File: config.mk
export PLATFORM = sky130hd
export DESIGN_NAME = block_statistics
export DESIGN_NICKNAME = d
export VERILOG_FILES = /design/src/hw/rtl/bstat_pkg.sv /design/src/hw/rtl/bstat_div.sv /design/src/hw/rtl/block_statistics.sv
export VERILOG_INCLUDE_DIRS = /design/src /design/src/hw/rtl
export SDC_FILE = /design/constraint.sdc
export NUM_CORES = 2
export LEC_CHECK = 0
export BUFFER_PORTS_ARGS = -buffer_cell sky130_fd_sc_hd__clkbuf_2
export CAP_MARGIN = 20
export CORE_MARGIN = 10
export CORE_UTILIZATION = 45
export CTS_CLUSTER_DIAMETER = 120
export DETAILED_ROUTE_END_ITERATION = 10
export SKIP_CTS_REPAIR_TIMING = 1
export SLEW_MARGIN = 20
export SYNTH_ARGS = -nofsm -noshare
export SYNTH_HDL_FRONTEND = slang
export SYNTH_SLANG_ARGS = --single-unit
File: constraint.sdc
create_clock -name clk_i -period 12.7 [get_ports clk_i]
set_input_delay 0.635 -clock clk_i [delete_from_list [all_inputs] [get_ports clk_i]]
set_output_delay 0.635 -clock clk_i [all_outputs]
set_load 0.02 [all_outputs]
File: src/hw/rtl/assert_macros.svh
// ----------------------------------------------------------------------------
// Assertion macros
// Shared concurrent assertion helpers with a clock and an active-low reset.
// ----------------------------------------------------------------------------
`ifndef ASSERT_MACROS_SVH
`define ASSERT_MACROS_SVH

// Property must hold at every clock edge outside reset.
`define ASSERT_PROP(lbl, clk, rst_n, prop, msg) \
  lbl: assert property (@(posedge clk) disable iff (!rst_n) prop) \
    else $error(msg);

// Expression must never be true outside reset.
`define ASSERT_NEVER(lbl, clk, rst_n, expr, msg) \
  lbl: assert property (@(posedge clk) disable iff (!rst_n) !(expr)) \
    else $error(msg);

`endif

File: src/hw/rtl/bstat_pkg.sv
// ----------------------------------------------------------------------------
// bstat_pkg
// Types and fixed constants of the block statistics engine.
// ----------------------------------------------------------------------------
`default_nettype none

package bstat_pkg;

  localparam int unsigned CFG_W       = 13;   // block length register
  localparam int unsigned KEY_W       = 16;
  localparam int unsigned IN_VAL_W    = 24;   // sample_value field
  localparam int unsigned OUT_VAL_W   = 24;   // mean/min/max/spread fields
  localparam int unsigned VAR_OUT_W   = 46;   // variance field, unsigned Q46.0
  localparam int unsigned IN_TDATA_W  = 40;
  localparam int unsigned OUT_FIELDS_W = KEY_W + 4 * OUT_VAL_W + VAR_OUT_W;
  localparam int unsigned OUT_TDATA_W = 160;
  localparam int unsigned OUT_PAD_W   = OUT_TDATA_W - OUT_FIELDS_W;

  localparam logic [CFG_W-1:0] BLK_LEN_RST = CFG_W'(64);
  localparam logic [63:0]      VAR_SAT     = (64'd1 << VAR_OUT_W) - 64'd1;

  typedef enum logic [3:0] {
    ST_IDLE,      // ready for a sample
    ST_SQUARE,    // multiplier squares the sample magnitude
    ST_ACCUM,     // update count, sums, min and max
    ST_SUM_GO,    // launch divide of |sum|
    ST_SUM_WAIT,
    ST_SQ_GO,     // launch divide of sum of squares
    ST_SQ_WAIT,
    ST_MEAN_SQ,   // multiplier squares the mean magnitude
    ST_FINISH     // build result, wait for free output register
  } bstat_state_e;

endpackage

`default_nettype wire

File: src/hw/rtl/bstat_div.sv
// ----------------------------------------------------------------------------
// bstat_div
// Unsigned restoring divider, one quotient bit per cycle.
// ----------------------------------------------------------------------------
`default_nettype none

module bstat_div #(
  parameter int unsigned DIVIDEND_W = 59,
  parameter int unsigned DIVISOR_W  = 13
) (
  input  logic                  clk_i,
  input  logic                  rst_ni,
  input  logic                  start_i,
  input  logic [DIVIDEND_W-1:0] dividend_i,
  input  logic [DIVISOR_W-1:0]  divisor_i,   // must be nonzero
  output logic                  busy_o,
  output logic                  done_o,      // one-cycle pulse, quotient valid
  output logic [DIVIDEND_W-1:0] quotient_o
);

  localparam int unsigned STEP_W = $clog2(DIVIDEND_W + 1);

  logic                  busy_q, done_q;
  logic [STEP_W-1:0]     step_q;
  logic [DIVIDEND_W-1:0] quo_q;
  logic [DIVISOR_W-1:0]  rem_q, dvs_q;

  logic [DIVISOR_W:0]    rem_shift;
  logic [DIVISOR_W+1:0]  diff;
  logic                  q_bit;
  logic [DIVISOR_W-1:0]  rem_d;

  always_comb begin
    rem_shift = {rem_q, quo_q[DIVIDEND_W-1]};
    diff      = {1'b0, rem_shift} - {2'b00, dvs_q};
    q_bit     = ~diff[DIVISOR_W+1];
    rem_d     = q_bit ? diff[DIVISOR_W-1:0] : rem_shift[DIVISOR_W-1:0];
  end

  always_ff @(posedge clk_i or negedge rst_ni) begin
    if (!rst_ni) begin
      busy_q <= 1'b0;
      done_q <= 1'b0;
      step_q <= '0;
    end else if (start_i) begin
      busy_q <= 1'b1;
      done_q <= 1'b0;
      step_q <= STEP_W'(DIVIDEND_W);
    end else if (busy_q) begin
      step_q <= step_q - STEP_W'(1);
      if (step_q == STEP_W'(1)) begin
        busy_q <= 1'b0;
        done_q <= 1'b1;
      end
    end else begin
      done_q <= 1'b0;
    end
  end

  // datapath, no reset
  always_ff @(posedge clk_i) begin
    if (start_i) begin
      quo_q <= dividend_i;
      rem_q <= '0;
      dvs_q <= divisor_i;
    end else if (busy_q) begin
      quo_q <= {quo_q[DIVIDEND_W-2:0], q_bit};
      rem_q <= rem_d;
    end
  end

  assign busy_o     = busy_q;
  assign done_o     = done_q;
  assign quotient_o = quo_q;

endmodule

`default_nettype wire

File: src/hw/rtl/block_statistics.sv
// ----------------------------------------------------------------------------
// block_statistics
// Mean, min, max, range and population variance over blocks of samples.
// ----------------------------------------------------------------------------
// Usage:
//  - Samples enter on the s_axis stream, one transfer per sample. The block
//    accumulates count, sum, sum of squares, min and max.
//  - The sample that fills a block of the configured length (cfg channel,
//    reset value 64; zero acts as 1, values above MAX_BLOCK act as MAX_BLOCK)
//    produces one result transfer on m_axis and clears the block state.
//  - Each sample is accepted, squared and added before the next is taken;
//    one shared 24x24 multiplier squares samples and the final mean.
//  - A block-closing sample adds two passes of the shared bit-serial divider
//    (mean, then mean of squares), the squaring of the mean and the load of
//    the output register, which raises m_axis_tvalid.
//  - The result sits in an output register: once loaded the block takes new
//    samples at once. If the receiver still holds the previous result when
//    the next block closes, the block waits in its final state and accepts
//    nothing until m_axis_tready frees the register.
//  - Reset clears the block state, drops m_axis_tvalid and loads the block
//    length with 64. Write the block length only while the block is idle.
// ----------------------------------------------------------------------------
`default_nettype none

`include "assert_macros.svh"

module block_statistics
  import bstat_pkg::*;
#(
  parameter int unsigned MAX_BLOCK   = 4096,
  parameter int unsigned VALUE_WIDTH = 24
) (
  input  logic                   clk_i,
  input  logic                   rst_ni,
  // sample stream
  input  logic                   s_axis_tvalid,
  output logic                   s_axis_tready,
  input  logic [IN_TDATA_W-1:0]  s_axis_tdata,  // sample_key[15:0], sample_value[39:16]
  // result stream
  output logic                   m_axis_tvalid,
  input  logic                   m_axis_tready,
  output logic [OUT_TDATA_W-1:0] m_axis_tdata,  // block_key[15:0], mean_value[39:16],
                                                // min_value[63:40], max_value[87:64],
                                                // spread[111:88],
                                                // variance_value[157:112], zero[159:158]
  // block length register write
  input  logic                   cfg_valid_i,
  output logic                   cfg_ready_o,
  input  logic [CFG_W-1:0]       cfg_data_i
);

  localparam int unsigned VW     = VALUE_WIDTH;
  localparam int unsigned LOG_MB = $clog2(MAX_BLOCK);
  localparam int unsigned CNT_W  = $clog2(MAX_BLOCK + 1);
  localparam int unsigned SUM_W  = VW + LOG_MB;          // signed running sum
  localparam int unsigned SQ_W   = 2 * VW - 1 + LOG_MB;  // running sum of squares
  localparam int unsigned PROD_W = 2 * VW;
  localparam int unsigned MSQ_W  = 2 * VW - 1;           // mean of squares

  bstat_state_e state_q, state_d;

  // control outputs of the sequencer
  logic sel_mean_sq;   // multiplier takes the mean magnitude
  logic div_start;
  logic out_load;

  // configuration
  logic [CFG_W-1:0] cfg_q;
  logic [CNT_W-1:0] eff_size;

  // sample capture
  logic [KEY_W-1:0]     key_q;
  logic signed [VW-1:0] sample_q;
  logic [VW-1:0]        sample_mag;

  // accumulators
  logic [CNT_W-1:0]        count_q, count_inc;
  logic [KEY_W-1:0]        first_key_q;
  logic signed [SUM_W-1:0] sum_q;
  logic [SQ_W-1:0]         sqsum_q;
  logic signed [VW-1:0]    min_q, max_q;
  logic                    block_full;

  // shared multiplier
  logic [VW-1:0]     mul_op;
  logic [PROD_W-1:0] prod_q;

  // shared divider
  logic [SUM_W-1:0] sum_mag;
  logic [SQ_W-1:0]  div_dividend;
  logic [SQ_W-1:0]  div_quo;
  logic             div_busy, div_done;

  // finishing
  logic [VW-1:0]    mean_mag_q;
  logic [MSQ_W-1:0] mean_sq_q;
  logic [VW-1:0]    mean_s;
  logic [MSQ_W-1:0] sq_of_mean, var_raw;
  logic [63:0]      var_ext;
  logic [VAR_OUT_W-1:0] var_out;
  logic signed [VW:0]   spread_w;

  // output register
  logic                   out_valid_q;
  logic [OUT_TDATA_W-1:0] out_data_q, out_data_d;

  // --------------------------------------------------------------------------
  // configuration register
  // --------------------------------------------------------------------------
  assign cfg_ready_o = 1'b1;

  always_ff @(posedge clk_i or negedge rst_ni) begin
    if (!rst_ni) begin
      cfg_q <= BLK_LEN_RST;
    end else if (cfg_valid_i) begin
      cfg_q <= cfg_data_i;
    end
  end

  always_comb begin
    if (cfg_q == '0) begin
      eff_size = CNT_W'(1);
    end else if (cfg_q > CFG_W'(MAX_BLOCK)) begin
      eff_size = CNT_W'(MAX_BLOCK);
    end else begin
      eff_size = CNT_W'(cfg_q);
    end
  end

  // --------------------------------------------------------------------------
  // sequencer
  // --------------------------------------------------------------------------
  assign count_inc  = count_q + CNT_W'(1);
  assign block_full = (count_inc >= eff_size);

  always_comb begin
    state_d = state_q;
    case (state_q)
      ST_IDLE:     if (s_axis_tvalid) state_d = ST_SQUARE;
      ST_SQUARE:   state_d = ST_ACCUM;
      ST_ACCUM:    state_d = block_full ? ST_SUM_GO : ST_IDLE;
      ST_SUM_GO:   state_d = ST_SUM_WAIT;
      ST_SUM_WAIT: if (div_done) state_d = ST_SQ_GO;
      ST_SQ_GO:    state_d = ST_SQ_WAIT;
      ST_SQ_WAIT:  if (div_done) state_d = ST_MEAN_SQ;
      ST_MEAN_SQ:  state_d = ST_FINISH;
      ST_FINISH:   if (out_load) state_d = ST_IDLE;
      default:     state_d = ST_IDLE;
    endcase
  end

  always_comb begin
    s_axis_tready = 1'b0;
    sel_mean_sq   = 1'b0;
    div_start     = 1'b0;
    out_load      = 1'b0;
    case (state_q)
      ST_IDLE:    s_axis_tready = 1'b1;
      ST_SUM_GO,
      ST_SQ_GO:   div_start = 1'b1;
      ST_MEAN_SQ: sel_mean_sq = 1'b1;
      ST_FINISH:  out_load = !out_valid_q || m_axis_tready;
      default:    ;
    endcase
  end

  always_ff @(posedge clk_i or negedge rst_ni) begin
    if (!rst_ni) begin
      state_q <= ST_IDLE;
    end else begin
      state_q <= state_d;
    end
  end

  // --------------------------------------------------------------------------
  // sample capture and shared multiplier
  // --------------------------------------------------------------------------
  always_ff @(posedge clk_i) begin
    if (s_axis_tvalid && s_axis_tready) begin
      key_q    <= s_axis_tdata[KEY_W-1:0];
      sample_q <= $signed(s_axis_tdata[KEY_W +: VW]);
    end
  end

  assign sample_mag = sample_q[VW-1] ? (~$unsigned(sample_q) + VW'(1))
                                     : $unsigned(sample_q);
  assign mul_op     = sel_mean_sq ? mean_mag_q : sample_mag;

  // product held outside the two squaring states
  always_ff @(posedge clk_i) begin
    if (state_q == ST_SQUARE || sel_mean_sq) begin
      prod_q <= PROD_W'(mul_op) * PROD_W'(mul_op);
    end
  end

  // --------------------------------------------------------------------------
  // accumulators
  // --------------------------------------------------------------------------
  always_ff @(posedge clk_i or negedge rst_ni) begin
    if (!rst_ni) begin
      count_q <= '0;
      sum_q   <= '0;
      sqsum_q <= '0;
    end else if (state_q == ST_ACCUM) begin
      count_q <= count_inc;
      sum_q   <= sum_q + SUM_W'(sample_q);
      sqsum_q <= sqsum_q + SQ_W'(prod_q);
    end else if (out_load) begin
      count_q <= '0;
      sum_q   <= '0;
      sqsum_q <= '0;
    end
  end

  // first sample of a block loads key, min and max
  always_ff @(posedge clk_i) begin
    if (state_q == ST_ACCUM) begin
      if (count_q == '0) begin
        first_key_q <= key_q;
        min_q       <= sample_q;
        max_q       <= sample_q;
      end else begin
        if (sample_q < min_q) min_q <= sample_q;
        if (sample_q > max_q) max_q <= sample_q;
      end
    end
  end

  // --------------------------------------------------------------------------
  // shared divider: |sum| / count, then sum of squares / count
  // --------------------------------------------------------------------------
  assign sum_mag      = sum_q[SUM_W-1] ? (~$unsigned(sum_q) + SUM_W'(1)) : $unsigned(sum_q);
  assign div_dividend = (state_q == ST_SQ_GO) ? sqsum_q : SQ_W'(sum_mag);

  bstat_div #(
    .DIVIDEND_W (SQ_W),
    .DIVISOR_W  (CNT_W)
  ) u_div (
    .clk_i      (clk_i),
    .rst_ni     (rst_ni),
    .start_i    (div_start),
    .dividend_i (div_dividend),
    .divisor_i  (count_q),
    .busy_o     (div_busy),
    .done_o     (div_done),
    .quotient_o (div_quo)
  );

  always_ff @(posedge clk_i) begin
    if (div_done && state_q == ST_SUM_WAIT) mean_mag_q <= div_quo[VW-1:0];
    if (div_done && state_q == ST_SQ_WAIT)  mean_sq_q  <= div_quo[MSQ_W-1:0];
  end

  // --------------------------------------------------------------------------
  // result assembly; prod_q holds mean^2 in ST_FINISH
  // --------------------------------------------------------------------------
  always_comb begin
    mean_s     = sum_q[SUM_W-1] ? (~mean_mag_q + VW'(1)) : mean_mag_q;
    sq_of_mean = prod_q[MSQ_W-1:0];
    var_raw    = (mean_sq_q > sq_of_mean) ? (mean_sq_q - sq_of_mean) : '0;
    var_ext    = 64'(var_raw);
    var_out    = (var_ext > VAR_SAT) ? '1 : var_ext[VAR_OUT_W-1:0];
    spread_w   = {max_q[VW-1], max_q} - {min_q[VW-1], min_q};
    out_data_d = {{OUT_PAD_W{1'b0}},
                  var_out,
                  OUT_VAL_W'(spread_w[VW-1:0]),
                  OUT_VAL_W'(max_q),
                  OUT_VAL_W'(min_q),
                  OUT_VAL_W'($signed(mean_s)),
                  first_key_q};
  end

  always_ff @(posedge clk_i or negedge rst_ni) begin
    if (!rst_ni) begin
      out_valid_q <= 1'b0;
    end else if (out_load) begin
      out_valid_q <= 1'b1;
    end else if (m_axis_tready) begin
      out_valid_q <= 1'b0;
    end
  end

  always_ff @(posedge clk_i) begin
    if (out_load) out_data_q <= out_data_d;
  end

  assign m_axis_tvalid = out_valid_q;
  assign m_axis_tdata  = out_data_q;

  // --------------------------------------------------------------------------
  // assertions
  // --------------------------------------------------------------------------
  `ASSERT_NEVER(a_ready_while_div, clk_i, rst_ni, s_axis_tready && div_busy,
                "sample accepted while divider busy")
  `ASSERT_PROP(a_done_in_wait, clk_i, rst_ni,
               div_done |-> (state_q == ST_SUM_WAIT || state_q == ST_SQ_WAIT),
               "divider done outside a wait state")
  `ASSERT_PROP(a_accept_to_square, clk_i, rst_ni,
               (s_axis_tvalid && s_axis_tready) |=> (state_q == ST_SQUARE),
               "accepted sample not squared next cycle")
  `ASSERT_PROP(a_clear_after_result, clk_i, rst_ni,
               out_load |=> (count_q == '0 && m_axis_tvalid),
               "block not cleared after result load")

endmodule

`default_nettype wire

==> run_results.csv <==
group,metric,value,unit
job,drv_cap,0,
setup_path,arrival,11.00,ns
sta,final_max_slew_viol_count,0,
synthesis,synth.distinct_cells,88,
synthesis,ys_seq_area_share,35.2,%
synthesis,yosysMostFrequentCell,"inv_1",
drt,routedWlPerCell,21.9,um
setup_path,max_stage_delay,0.57,ns
floorplanning,die_x,349,um
sta,min_period,10.61,ns
floorplanning,die_h,349,um
layout,drive_gt1_share,9.04,%
sta,rsz0062_at_grt,"false",
sta,clock_skew,0.0368,ns
clock_tree,clock_latency,0.66,ns
floorplanning,initial_core_util,45.4,%
sta,period_share,83.5,%
clock_tree,cts_buffers,72,
setup_path,startpoint_type,"register",
sta,max_slew_margin,20.7,%
layout,syn_to_final_growth,10.4,%
synthesis,synth_flop_cell,"edfxtp_1",
layout,nets,5889,
placement,numPortBuffers,217,
synthesis,ys_async_sr_fraction,22.4,%
sta,finalHoldWorstSlack,-0.00442,ns
clock_tree,cts-htree-levels,3,
drt,drc,0,
grt,grt_pass1_wl,218,mm
floorplanning,row_count,120,
sta,max_freq,0.0943,GHz
drt,drtIter0Drc,2671,
placement,place_congestion,0.975,
sta,finalHoldViolCount,2,
synthesis,ys_ff_latch,599,
setup_path,r2r_slack,2.09,ns
synthesis,yosys.area.top_type_share,27.8,%
synthesis,syn_area_per_cell,10.1,sq um
clock_tree,cts_buffer_depth,3,
setup_path,critPathCaptureType,"register",
sta,tightest_slew,1.16,ns
placement,dp_hpwl,111,mm
synthesis,synth_commonest_cells,"731 x inv_1, 452 x edfxtp_1, 432 x fa_1",
floorplanning,io_pins,221,
setup_path,cp.required,13.09,ns
setup_path,r2r_start,"sample_q[9]",
setup_path,cp_slowest_cell,"fa_1",
placement,dp.cells,6324,
sta,tns,0,ns
clock_tree,cts_sinks,599,
drt,ant_nets,0,
drt,routed_via_density,5.49,
drt,num_vias,35500,
clock_tree,ctsRootBufferMaster,"clkbuf_16",
grt,grt_max_degree,88,
setup_path,reg2reg_depth,33,
grt,antenna_found_initial,7,
grt,grt.total_usage,23.2,%
synthesis,synth_area_leaders,"edfxtp_1 28%, fa_1 18%, ha_1 10%",
setup_path,cp_common_cell,"fa_1",
setup_path,critPathMaxFanout,13,
setup_path,worstReg2RegEnd,"prod_q[46]",
clock_tree,cts_tree,"built",
grt,gr-total-overflow,0,
status,status,"finished, violations left",
synthesis,synth_cells,4830,
sta,setup_viol,0,
synthesis,synth.largest_area_cell,"edfxtp_1",
floorplanning,fp.coreArea,0.107,sq mm
status,failed_checks,"hold timing",
clock_tree,cts.clk_slew.worst_paths,0.06,ns
floorplanning,dieArea,0.122,sq mm
drt,wirelength,142,mm
layout,final_cells,6461,
setup_path,critPathKind,"reg -> reg",
drt,first_pass_iters,5,
min_path,holdCritPathClass,"in -> async",
grt,grt_pass1_vias,36100,
synthesis,synth_edf_count,452,
synthesis,syn_area,0.0488,sq mm
synthesis,ys_warn_count,0,
-- metal layers --
layer	up-vias	global-route usage [%]	share of wire, %
li1	16700	-	-
met1	17600	30.8	43
met2	902	39.3	49
met3	227	2.60	4.7
met4	0	7.93	3.5
met5	-	0	0
-- through the flow --
stage	instance area [sq um]	util, %	worst slack [ns]
6_report	53900	50.2	2.09
5_1_grt	53900	50.2	1.53
4_1_cts	53800	50.2	2.18
3_5_place_dp	51400	47.9	2.20
3_3_place_gp	51400	47.9	2.32
2_1_floorplan	48800	-	3.30
-- kinds of logic after synthesis --
| kind of cell | synth area share (%) |
|---|---|
| AND/OR/NAND/NOR | 10.7 |
| AO/OA/AOI/OAI | 13.1 |
| buffers and inverters | 7.13 |
| adder cells (fa/ha/maj) | 28.1 |
| flip-flops | 35.2 |
| XOR/XNOR | 4.94 |
| multiplexers | 0.836 |
| other | 0.0154 |
-- placed cells by master (no fill, tap or decap), types with 29 or more instances in the layout --
cell / netlist / final
nand2_1: 399 / 398
o21a_1: 29 / 29
edfxtp_1: 452 / 452
clkbuf_2: 0 / 216
nand2b_1: 42 / 41
a21oi_1: 300 / 300
inv_1: 731 / 730
xor2_1: 129 / 129
o21ai_0: 282 / 280
o31ai_1: 47 / 47
o21bai_1: 30 / 30
nand4_1: 50 / 50
ha_1: 404 / 404
fa_1: 432 / 432
dfrtp_1: 133 / 132
nor2_1: 334 / 332
xnor2_1: 146 / 145
clkbuf_16: 0 / 72
buf_4: 3 / 46
nor3_1: 50 / 48
a21o_1: 151 / 151
nand3_1: 95 / 93
-- critical path, delay by kind of cell (launching register included) --
family | cells | cell delay, ns
flops | 1 | 0.52
xor+xnor | 2 | 0.23
compound gates | 9 | 2.25
fa+ha+maj | 8 | 4.06
simple gates | 8 | 2.52
buf+inv | 6 | 0.79
-- flip-flops by register name, summed over array words and instances, names as in the netlist, 6 cells and up --
register	flops
first_key_q	16
u_div.step_q	6
m_axis_tdata	158
max_q	24
u_div.quotient_o	59
prod_q	47
min_q	24
sqsum_q	59
sample_q	24
u_div.rem_q	13
cfg_q	13
sum_q	36
mean_mag_q	24
key_q	16
mean_sq_q	47
count_q	13
u_div.dvs_q	13
-- worst max-delay path by stage --
stage                      from    endpoint  depth (start not counted)
finish              sample_q[9]  prod_q[46]                         33
global route        sample_q[9]  prod_q[46]                         33
CTS                 sample_q[9]  prod_q[46]                         33
detailed placement  sample_q[9]  prod_q[46]                         33
global placement    sample_q[9]  prod_q[46]                         33
floorplan           sample_q[9]  prod_q[46]                         33
-- area by class of cell --
type                       count  area, sq um
antenna                        4         10.0
tap                         1403         1760
fill                        9864        53500
inverter                     742         2790
multi-input combinational   3317        28200
clock inverter                54          593
timing repair buffer         263         1440
sequential                   599        17200
clock buffer                  79         1860
Power is left out: the tool's default activity adds up to more than one toggle a clock period on the data nets, which glitch-free logic cannot reach.
